$ cat src/rtl/odr332_pkg.sv
// Package for the RGB332 ordered-dither pixel writer.
// Holds field widths, the transaction layouts, the register file type and register indexes.
// Depends on nothing.
`default_nettype none

package odr332_pkg;

   localparam int ADDR_BITS  = 20;
   localparam int COORD_BITS = 16;

   localparam int DIM_BITS   = 11;
   localparam int BASE_BITS  = 20;
   localparam int CSR_IDX_BITS = 3;
   localparam int CSR_DATA_BITS = 32;

   localparam int CMP_BITS = (COORD_BITS > DIM_BITS) ? COORD_BITS : DIM_BITS;
   localparam int PROD_BITS = COORD_BITS + DIM_BITS;
   localparam int SUM_TOP  = (ADDR_BITS > PROD_BITS) ? ADDR_BITS : PROD_BITS;
   localparam int SUM_BITS = ((SUM_TOP > BASE_BITS) ? SUM_TOP : BASE_BITS) + 2;

   localparam int REQ_FIELD_BITS = 2 * COORD_BITS + 40;
   localparam int REQ_DATA_BITS  = ((REQ_FIELD_BITS + 7) / 8) * 8;
   localparam int RSP_FIELD_BITS = ADDR_BITS + 8;
   localparam int RSP_DATA_BITS  = ((RSP_FIELD_BITS + 7) / 8) * 8;

   typedef enum logic [CSR_IDX_BITS-1:0] {
      CSR_FRAME_WIDTH  = 3'd0,
      CSR_FRAME_HEIGHT = 3'd1,
      CSR_LAYER_BASE   = 3'd2,
      CSR_DITHER_LOW   = 3'd3,
      CSR_DITHER_HIGH  = 3'd4
   } csr_index_type;

   typedef enum logic {
      FMT_RGB888 = 1'b0,
      FMT_RGB565 = 1'b1
   } fmt_type;

   typedef struct packed {
      logic [DIM_BITS-1:0]  frame_width;
      logic [DIM_BITS-1:0]  frame_height;
      logic [BASE_BITS-1:0] layer_base;
      logic [31:0]          dither_low;
      logic [31:0]          dither_high;
   } cfg_type;

   typedef struct packed {
      logic [15:0]           word565;
      logic [7:0]            blue;
      logic [7:0]            green;
      logic [7:0]            red;
      logic [COORD_BITS-1:0] pos_y;
      logic [COORD_BITS-1:0] pos_x;
   } req_fields_type;

   typedef struct packed {
      logic [7:0]           pixel_value;
      logic [ADDR_BITS-1:0] write_address;
   } rsp_fields_type;

   localparam cfg_type CFG_RESET = '{
      frame_width:  11'd320,
      frame_height: 11'd240,
      layer_base:   20'd0,
      dither_low:   32'd1850516096,
      dither_high:  32'd1568641459
   };

endpackage

`default_nettype wire

$ cat src/rtl/ordered_dither_to_rgb332.sv
// Top level of the RGB332 ordered-dither pixel writer: register file, input and result registers.
// A pixel passes the input register, then the result register; one pixel per cycle while the
// output is not stalled, with a single bounds/address/dither pass between the two registers.
// Pixels outside the frame are dropped in the input register and free their slot at once.
// Synchronous reset clears both valid flags and loads the register defaults.
// Depends on odr332_pkg and odr332_pixel.
`default_nettype none

module ordered_dither_to_rgb332 (
   input  wire                                    clock,
   input  wire                                    reset,
   input  wire                                    csr_valid,
   output logic                                   csr_ready,
   input  wire  [odr332_pkg::CSR_IDX_BITS-1:0]    csr_index,
   input  wire  [odr332_pkg::CSR_DATA_BITS-1:0]   csr_wdata,
   input  wire                                    req_tvalid,
   output logic                                   req_tready,
   // low to high: pos_x, pos_y, red, green, blue, word565
   input  wire  [odr332_pkg::REQ_DATA_BITS-1:0]   req_tdata,
   // op
   input  wire                                    req_tuser,
   output logic                                   rsp_tvalid,
   input  wire                                    rsp_tready,
   // low to high: write_address, pixel_value, zero pad
   output logic [odr332_pkg::RSP_DATA_BITS-1:0]   rsp_tdata
);

   odr332_pkg::cfg_type        cfg_ff;
   odr332_pkg::cfg_type        cfg_in;
   logic                       s1_valid_ff;
   logic                       s1_valid_in;
   odr332_pkg::req_fields_type s1_req_ff;
   odr332_pkg::fmt_type        s1_fmt_ff;
   logic                       rsp_valid_ff;
   logic                       rsp_valid_in;
   odr332_pkg::rsp_fields_type rsp_ff;
   odr332_pkg::rsp_fields_type pix_rsp;
   logic                       pix_hit;
   logic                       out_free;
   logic                       s1_advance;
   logic                       req_take;
   logic                       csr_take;

   assign csr_ready = 1'b1;
   assign csr_take  = csr_valid && csr_ready;

   always_comb begin
      cfg_in = cfg_ff;
      if (csr_take) begin
         unique case (csr_index)
            odr332_pkg::CSR_FRAME_WIDTH:
               cfg_in.frame_width  = csr_wdata[odr332_pkg::DIM_BITS-1:0];
            odr332_pkg::CSR_FRAME_HEIGHT:
               cfg_in.frame_height = csr_wdata[odr332_pkg::DIM_BITS-1:0];
            odr332_pkg::CSR_LAYER_BASE:
               cfg_in.layer_base   = csr_wdata[odr332_pkg::BASE_BITS-1:0];
            odr332_pkg::CSR_DITHER_LOW:
               cfg_in.dither_low   = csr_wdata[31:0];
            odr332_pkg::CSR_DITHER_HIGH:
               cfg_in.dither_high  = csr_wdata[31:0];
            default: ;
         endcase
      end
   end

   odr332_pixel u_pixel (
      .cfg (cfg_ff),
      .fmt (s1_fmt_ff),
      .req (s1_req_ff),
      .hit (pix_hit),
      .rsp (pix_rsp)
   );

   assign out_free   = !rsp_valid_ff || rsp_tready;
   assign s1_advance = s1_valid_ff && (!pix_hit || out_free);
   assign req_tready = !s1_valid_ff || s1_advance;
   assign req_take   = req_tvalid && req_tready;

   assign s1_valid_in  = req_take || (s1_valid_ff && !s1_advance);
   assign rsp_valid_in = (s1_advance && pix_hit) || (rsp_valid_ff && !rsp_tready);

   always_ff @(posedge clock) begin
      if (reset) begin
         cfg_ff       <= odr332_pkg::CFG_RESET;
         s1_valid_ff  <= 1'b0;
         rsp_valid_ff <= 1'b0;
      end else begin
         cfg_ff       <= cfg_in;
         s1_valid_ff  <= s1_valid_in;
         rsp_valid_ff <= rsp_valid_in;
      end
   end

   always_ff @(posedge clock) begin
      if (req_take) begin
         s1_req_ff <= odr332_pkg::req_fields_type'(req_tdata[odr332_pkg::REQ_FIELD_BITS-1:0]);
         s1_fmt_ff <= odr332_pkg::fmt_type'(req_tuser);
      end
      if (s1_advance && pix_hit) begin
         rsp_ff <= pix_rsp;
      end
   end

   assign rsp_tvalid = rsp_valid_ff;
   assign rsp_tdata  = odr332_pkg::RSP_DATA_BITS'(rsp_ff);

endmodule

`default_nettype wire

$ cat src/rtl/odr332_pixel.sv
// Per-pixel datapath: frame bounds check, address generation and 4x4 ordered dither.
// Purely combinational; uses types and widths from odr332_pkg.
`default_nettype none

module odr332_pixel (
   input  wire odr332_pkg::cfg_type        cfg,
   input  wire odr332_pkg::fmt_type        fmt,
   input  wire odr332_pkg::req_fields_type req,
   output logic                            hit,
   output odr332_pkg::rsp_fields_type      rsp
);

   logic [odr332_pkg::CMP_BITS-1:0]  x_cmp;
   logic [odr332_pkg::CMP_BITS-1:0]  y_cmp;
   logic [odr332_pkg::CMP_BITS-1:0]  w_cmp;
   logic [odr332_pkg::CMP_BITS-1:0]  h_cmp;
   logic [odr332_pkg::PROD_BITS-1:0] row_offset;
   logic [odr332_pkg::SUM_BITS-1:0]  addr_sum;
   logic [63:0]                      matrix;
   logic [3:0]                       entry_idx;
   logic [3:0]                       dither;
   logic [15:0]                      cs;
   logic [7:0]                       hi;
   logic [3:0]                       rr;
   logic [3:0]                       gr;
   logic [3:0]                       br;

   assign x_cmp = odr332_pkg::CMP_BITS'(req.pos_x);
   assign y_cmp = odr332_pkg::CMP_BITS'(req.pos_y);
   assign w_cmp = odr332_pkg::CMP_BITS'(cfg.frame_width);
   assign h_cmp = odr332_pkg::CMP_BITS'(cfg.frame_height);

   assign hit = !req.pos_x[odr332_pkg::COORD_BITS-1] && !req.pos_y[odr332_pkg::COORD_BITS-1]
              && (x_cmp < w_cmp) && (y_cmp < h_cmp);

   assign row_offset = odr332_pkg::PROD_BITS'(req.pos_y) * odr332_pkg::PROD_BITS'(cfg.frame_width);
   assign addr_sum   = odr332_pkg::SUM_BITS'(cfg.layer_base)
                     + odr332_pkg::SUM_BITS'(row_offset)
                     + odr332_pkg::SUM_BITS'(req.pos_x);

   assign matrix    = {cfg.dither_high, cfg.dither_low};
   assign entry_idx = {req.pos_y[1:0], req.pos_x[1:0]};
   assign dither    = matrix[{entry_idx, 2'b00} +: 4];

   assign cs = {req.word565[7:0], req.word565[15:8]};

   always_comb begin
      unique case (fmt)
         odr332_pkg::FMT_RGB888: begin
            hi = {req.red[7:6], 1'b0, req.green[7:6], 1'b0, req.blue[7], 1'b0};
            rr = req.red[5:2];
            gr = req.green[5:2];
            br = req.blue[6:3];
         end
         odr332_pkg::FMT_RGB565: begin
            hi = {cs[15:14], 1'b0, cs[10:9], 1'b0, cs[4], 1'b0};
            rr = {cs[13:11], 1'b0};
            gr = cs[8:5];
            br = cs[3:0];
         end
         default: begin
            hi = '0;
            rr = '0;
            gr = '0;
            br = '0;
         end
      endcase
   end

   assign rsp.write_address = addr_sum[odr332_pkg::ADDR_BITS-1:0];
   assign rsp.pixel_value   = hi | {2'b00, rr > dither, 2'b00, gr > dither, 1'b0, br > dither};

endmodule

`default_nettype wire
$ cat config.mk
export PLATFORM = sky130hd
export DESIGN_NAME = ordered_dither_to_rgb332
export DESIGN_NICKNAME = d
export VERILOG_FILES = /design/src/rtl/odr332_pkg.sv /design/src/rtl/ordered_dither_to_rgb332.sv /design/src/rtl/odr332_pixel.sv
export SDC_FILE = /design/constraint.sdc
export NUM_CORES = 1
export LEC_CHECK = 0
export ABC_CLOCK_PERIOD_IN_PS = 10920
export BUFFER_PORTS_ARGS = -buffer_cell sky130_fd_sc_hd__buf_2
export CORE_MARGIN = 2
export CORE_UTILIZATION = 50
export CTS_BUF_LIST = sky130_fd_sc_hd__clkbuf_2 sky130_fd_sc_hd__clkbuf_4 sky130_fd_sc_hd__clkbuf_8
export DETAILED_ROUTE_END_ITERATION = 10
export PLACE_DENSITY = 0.71
export SLEW_MARGIN = 20
export SYNTH_ARGS = -nofsm -noshare
export SYNTH_HDL_FRONTEND = slang
export SYNTH_SLANG_ARGS = --single-unit
$ cat constraint.sdc
create_clock -name clock -period 10.92 [get_ports clock]
set_input_delay 1.092 -clock clock [delete_from_list [all_inputs] [get_ports clock]]
set_output_delay 1.092 -clock clock [all_outputs]
set_load 0.03 [all_outputs]
==> impl_metrics.py <==
metrics = {
    "status": {
        "run_status": "complete, no violations",
    },
    "global_route": {
        "grt.overflow.total": 0,
        "first_global_vias": 10200,
        "grt_util_all_layers_pct": 23.1,
        "grt_antenna_before_repair": 0,
        "global_route_wire_length_before_repair_mm": 52.0,
        "grt_max_degree": 109,
    },
    "timing": {
        "timing.final.setup_violations": 0,
        "worst_case_hold_slack_ns": 0.453,
        "fin_setup_tns_ns": 0,
        "max_slew_violations": 0,
        "timing_hold_violations_final": 0,
        "rsz0062_at_grt": "false",
        "clock-skew-final_ns": 0.0375,
        "min_period_ns": 5.74,
        "worst_max_slew_pin_slew_ns": 1.02,
        "slew-limit-headroom_pct": 31.9,
        "final_min_period_over_clock_period_pct": 52.6,
        "achievable_frequency_ghz": 0.174,
    },
    "pwr": {
        "fin_total_pwr_mw": 2.29,
        "p_leak_nw": 6.83,
        "power_density_mw_per_mm2": 147,
        "maximum_vdd_drop_uv": 97.2,
    },
    "drt": {
        "dr.first_iter.drc_count": 521,
        "remaining_drc_errors": 0,
        "firstDrtPassIters": 6,
        "detail-route-antenna-nets": 0,
        "mean_number_of_vias_per_cell": 5.15,
        "total_vias_in_the_final_route": 9785,
        "route.final.wire_length_mm": 31.7,
        "routedWlPerCell_um": 16.7,
    },
    "cts": {
        "cts.repair_timing.setup_buffer_count": 0,
        "cts.sink_count": 202,
        "clk_path_buf_depth": 3,
        "post_cts_resize_count": 0,
        "cts_tree": "built",
        "cts.root.buffer_cell": "sky130_fd_sc_hd__clkbuf_8",
        "worst_skew_pair.late_latency_ns": 0.57,
        "cts_buffers": 37,
        "h_tree_levels": 2,
        "cts_hold_buf": 0,
        "clkSlewWorstSetupHoldPaths_ns": 0.06,
    },
    "synthesis": {
        "async_flop_share_pct": 0,
        "yosys.cell_types.count": 55,
        "syn_area_mm2": 0.0139,
        "synth_compound_gate_area_share_pct": 6.47,
        "synth_top_flop_cell": "sky130_fd_sc_hd__dfxtp_1",
        "post_synth_edffs": 94,
        "ys_seq_elements": 202,
        "main_combinational_cell_family_by_area_after_synthesis": "adder cells",
        "synth_warnings": 0,
        "postSynthCellCount": 1388,
        "yosys.area_share.simple_pct": 15.3,
        "synth.area.mux_share_pct": 4.83,
        "sequential_cell_area_fraction_in_the_yosys_report_pct": 36.0,
        "synth.avg_cell_area_um2": 9.98,
        "yosys.area_share.xor_xnor_pct": 1.77,
        "synth_fa_ha_area_share_pct": 27.0,
    },
    "worst_setup_path": {
        "timing.setup.critical_path_class": "flop to flop",
        "path_delay_family": "adder cells",
        "critical_path.cell_chain": "nand2_1 -> fa_1 -> fa_1 -> fa_1 -> inv_1 -> fa_1 -> inv_1 -> fa_1 -> inv_1 -> ha_1 -> o21a_1 -> o21ai_1 -> a211oi_2 -> o21ai_1 -> a21oi_1 -> a31oi_1 -> xnor2_1",
        "crit_fanout": 18,
        "cp-start-kind": "flop",
        "path_common_cell": "sky130_fd_sc_hd__fa_1",
        "timing.critical_path.arrival_ns": 6.03,
        "endpoint_kind": "flop",
        "slowest_stage": "sky130_fd_sc_hd__dfxtp_1",
        "critical_path.n_buffers_inverters": 3,
        "timing.critical_path.slowest_cell_delay_ns": 0.89,
        "critPathRequiredTime_ns": 11.21,
    },
    "place": {
        "dpl.cell_count": 1833,
        "place_congestion": 0.871,
        "port_buffers": 135,
        "place_hpwl_mm": 22.9,
    },
    "finish": {
        "layout-area-overhead-vs-synth_pct": 12.1,
        "multi_input_area_mm2": 0.00770,
        "final-instance-count-excl-fill": 1901,
        "insertedDiodeCount": 0,
        "layout.area.seq_mm2": 0.00498,
        "ratio_of_cells_with_drive_above_1_in_the_final_layout_pct": 15.6,
        "layout_nets": 1828,
        "n_fill_cell": 2375,
    },
    "floorplan": {
        "floorplan.initialDensity_pct": 51.1,
        "fp.dieArea_mm2": 0.0291,
        "fp.dieW_um": 170,
        "design.core.area_mm2": 0.0271,
        "die-height_um": 170,
        "row_count": 60,
        "io-pin-count": 148,
    },
    "run": {
        "maxCapViolCount": 0,
    },
    "hold_path": {
        "worst_hold_path_type": "flop to flop",
    },
}
## synth_stat cells (6+ instances only)
master | instances | area [um^2]
sky130_fd_sc_hd__nand2_1 | 292 | 1100
sky130_fd_sc_hd__inv_1 | 233 | 875
sky130_fd_sc_hd__fa_1 | 140 | 2800
sky130_fd_sc_hd__dfxtp_1 | 108 | 2160
sky130_fd_sc_hd__edfxtp_1 | 94 | 2820
sky130_fd_sc_hd__a21oi_1 | 81 | 405
sky130_fd_sc_hd__and2_1 | 75 | 469
sky130_fd_sc_hd__ha_1 | 75 | 938
sky130_fd_sc_hd__clkbuf_1 | 58 | 218
sky130_fd_sc_hd__nand3b_1 | 32 | 240
sky130_fd_sc_hd__xnor2_1 | 22 | 193
sky130_fd_sc_hd__nor2_1 | 17 | 63.8
sky130_fd_sc_hd__mux2_2 | 14 | 158
sky130_fd_sc_hd__a21o_1 | 12 | 90.1
sky130_fd_sc_hd__mux4_1 | 11 | 289
sky130_fd_sc_hd__nand2b_1 | 11 | 68.8
sky130_fd_sc_hd__o21a_1 | 10 | 75.1
sky130_fd_sc_hd__mux4_2 | 9 | 203
sky130_fd_sc_hd__o21ai_0 | 9 | 45.0
sky130_fd_sc_hd__a211o_1 | 7 | 61.3
sky130_fd_sc_hd__nor2b_1 | 6 | 37.5
sky130_fd_sc_hd__xor2_1 | 6 | 52.6
## area by class of cell
| type | instances | area share, % |
|---|---|---|
| Multi-Input combinational cell | 884 | 49.6 |
| Tap cell | 372 | 3.00 |
| Sequential cell | 202 | 32.1 |
| Inverter | 233 | 5.63 |
| Clock inverter | 14 | 0.757 |
| Timing Repair Buffer | 142 | 4.74 |
| Clock buffer | 54 | 4.22 |
## per-stage QoR
step / setup WS, ns / area [um^2] / utilization (%)
final: 5.18 / 15500 / 57.3
after global routing: 4.94 / 15500 / 57.3
after CTS: 5.18 / 15500 / 57.3
after detailed placement: 5.18 / 14800 / 54.5
after global placement: 5.29 / 14700 / 54.4
after floorplan: 5.82 / 13900 / -
## registers in the layout, indices dropped and copies added (netlist names)
name,count
rsp_tdata,28
s1_req_ff,65
cfg_ff,106
s1_fmt_ff,1
rsp_tvalid,1
s1_valid_ff,1
## routing by layer
layer / global-route usage, % / vias up / wire length [um]
met5: 0 / - / 0
met4: 7.88 / 0 / 888
met3: 3.14 / 57 / 1760
met2: 38.8 / 284 / 15300
met1: 30.8 / 4821 / 13700
li1: - / 4623 / -
## cells by family after synthesis
logic type      count (synthesis)
mux                            36
buf+inv                       305
other cells                     2
xor+xnor                       28
fa+ha+maj                     215
compound gates                145
simple gates                  455
flops                         202
## where the power goes
| part | leakage [nW] | internal, mW | switching (mW) | total, mW |
|---|---|---|---|---|
| clock network | 0.414 | 0.417 | 0.332 | 0.748 |
| logic | 4.64 | 0.287 | 0.358 | 0.645 |
| registers | 1.77 | 0.854 | 0.0402 | 0.894 |
| total | 6.83 | 1.56 | 0.730 | 2.29 |
## path summary, 6_finish.rpt
| check | start | endpoint | depth (start not counted) | slack, ns |
|---|---|---|---|---|
| worst max-delay path | cfg_ff[97] | rsp_tdata[19] | 17 | 5.18 |
| worst min-delay path | cfg_ff[11] | cfg_ff[11] | 2 | 0.45 |
| worst max register to register | cfg_ff[97] | rsp_tdata[19] | 17 | 5.18 |
| worst min register to register | cfg_ff[11] | cfg_ff[11] | 2 | 0.45 |
## cells in the final DEF (no fill, tap or decap), types with 6 or more instances in the layout
master / Yosys / layout
sky130_fd_sc_hd__ha_1: 75 / 75
sky130_fd_sc_hd__buf_2: 5 / 135
sky130_fd_sc_hd__and2_1: 75 / 74
sky130_fd_sc_hd__edfxtp_1: 94 / 94
sky130_fd_sc_hd__a21oi_1: 81 / 81
sky130_fd_sc_hd__xor2_1: 6 / 6
sky130_fd_sc_hd__mux2_2: 14 / 14
sky130_fd_sc_hd__mux4_1: 11 / 11
sky130_fd_sc_hd__o21ai_0: 9 / 9
sky130_fd_sc_hd__a21o_1: 12 / 12
sky130_fd_sc_hd__xnor2_1: 22 / 22
sky130_fd_sc_hd__fa_1: 140 / 140
sky130_fd_sc_hd__nor2b_1: 6 / 6
sky130_fd_sc_hd__a211o_1: 7 / 7
sky130_fd_sc_hd__nor2_1: 17 / 17
sky130_fd_sc_hd__o21a_1: 10 / 10
sky130_fd_sc_hd__buf_4: 5 / 6
sky130_fd_sc_hd__dfxtp_1: 108 / 108
sky130_fd_sc_hd__nand2_1: 292 / 292
sky130_fd_sc_hd__clkbuf_4: 0 / 14
sky130_fd_sc_hd__mux4_2: 9 / 9
sky130_fd_sc_hd__clkbuf_8: 0 / 40
sky130_fd_sc_hd__nand3b_1: 32 / 32
sky130_fd_sc_hd__nand2b_1: 11 / 11
sky130_fd_sc_hd__inv_1: 233 / 233
## tightest hold or removal path, delay by kind of cell, from the launching register on
kind / cells / cell delay [ns]
AND/OR/NAND/NOR: 1 / 0.05
flip-flops: 1 / 0.31
AO/OA/AOI/OAI: 1 / 0.05
Power figures use the tool's default switching activity.
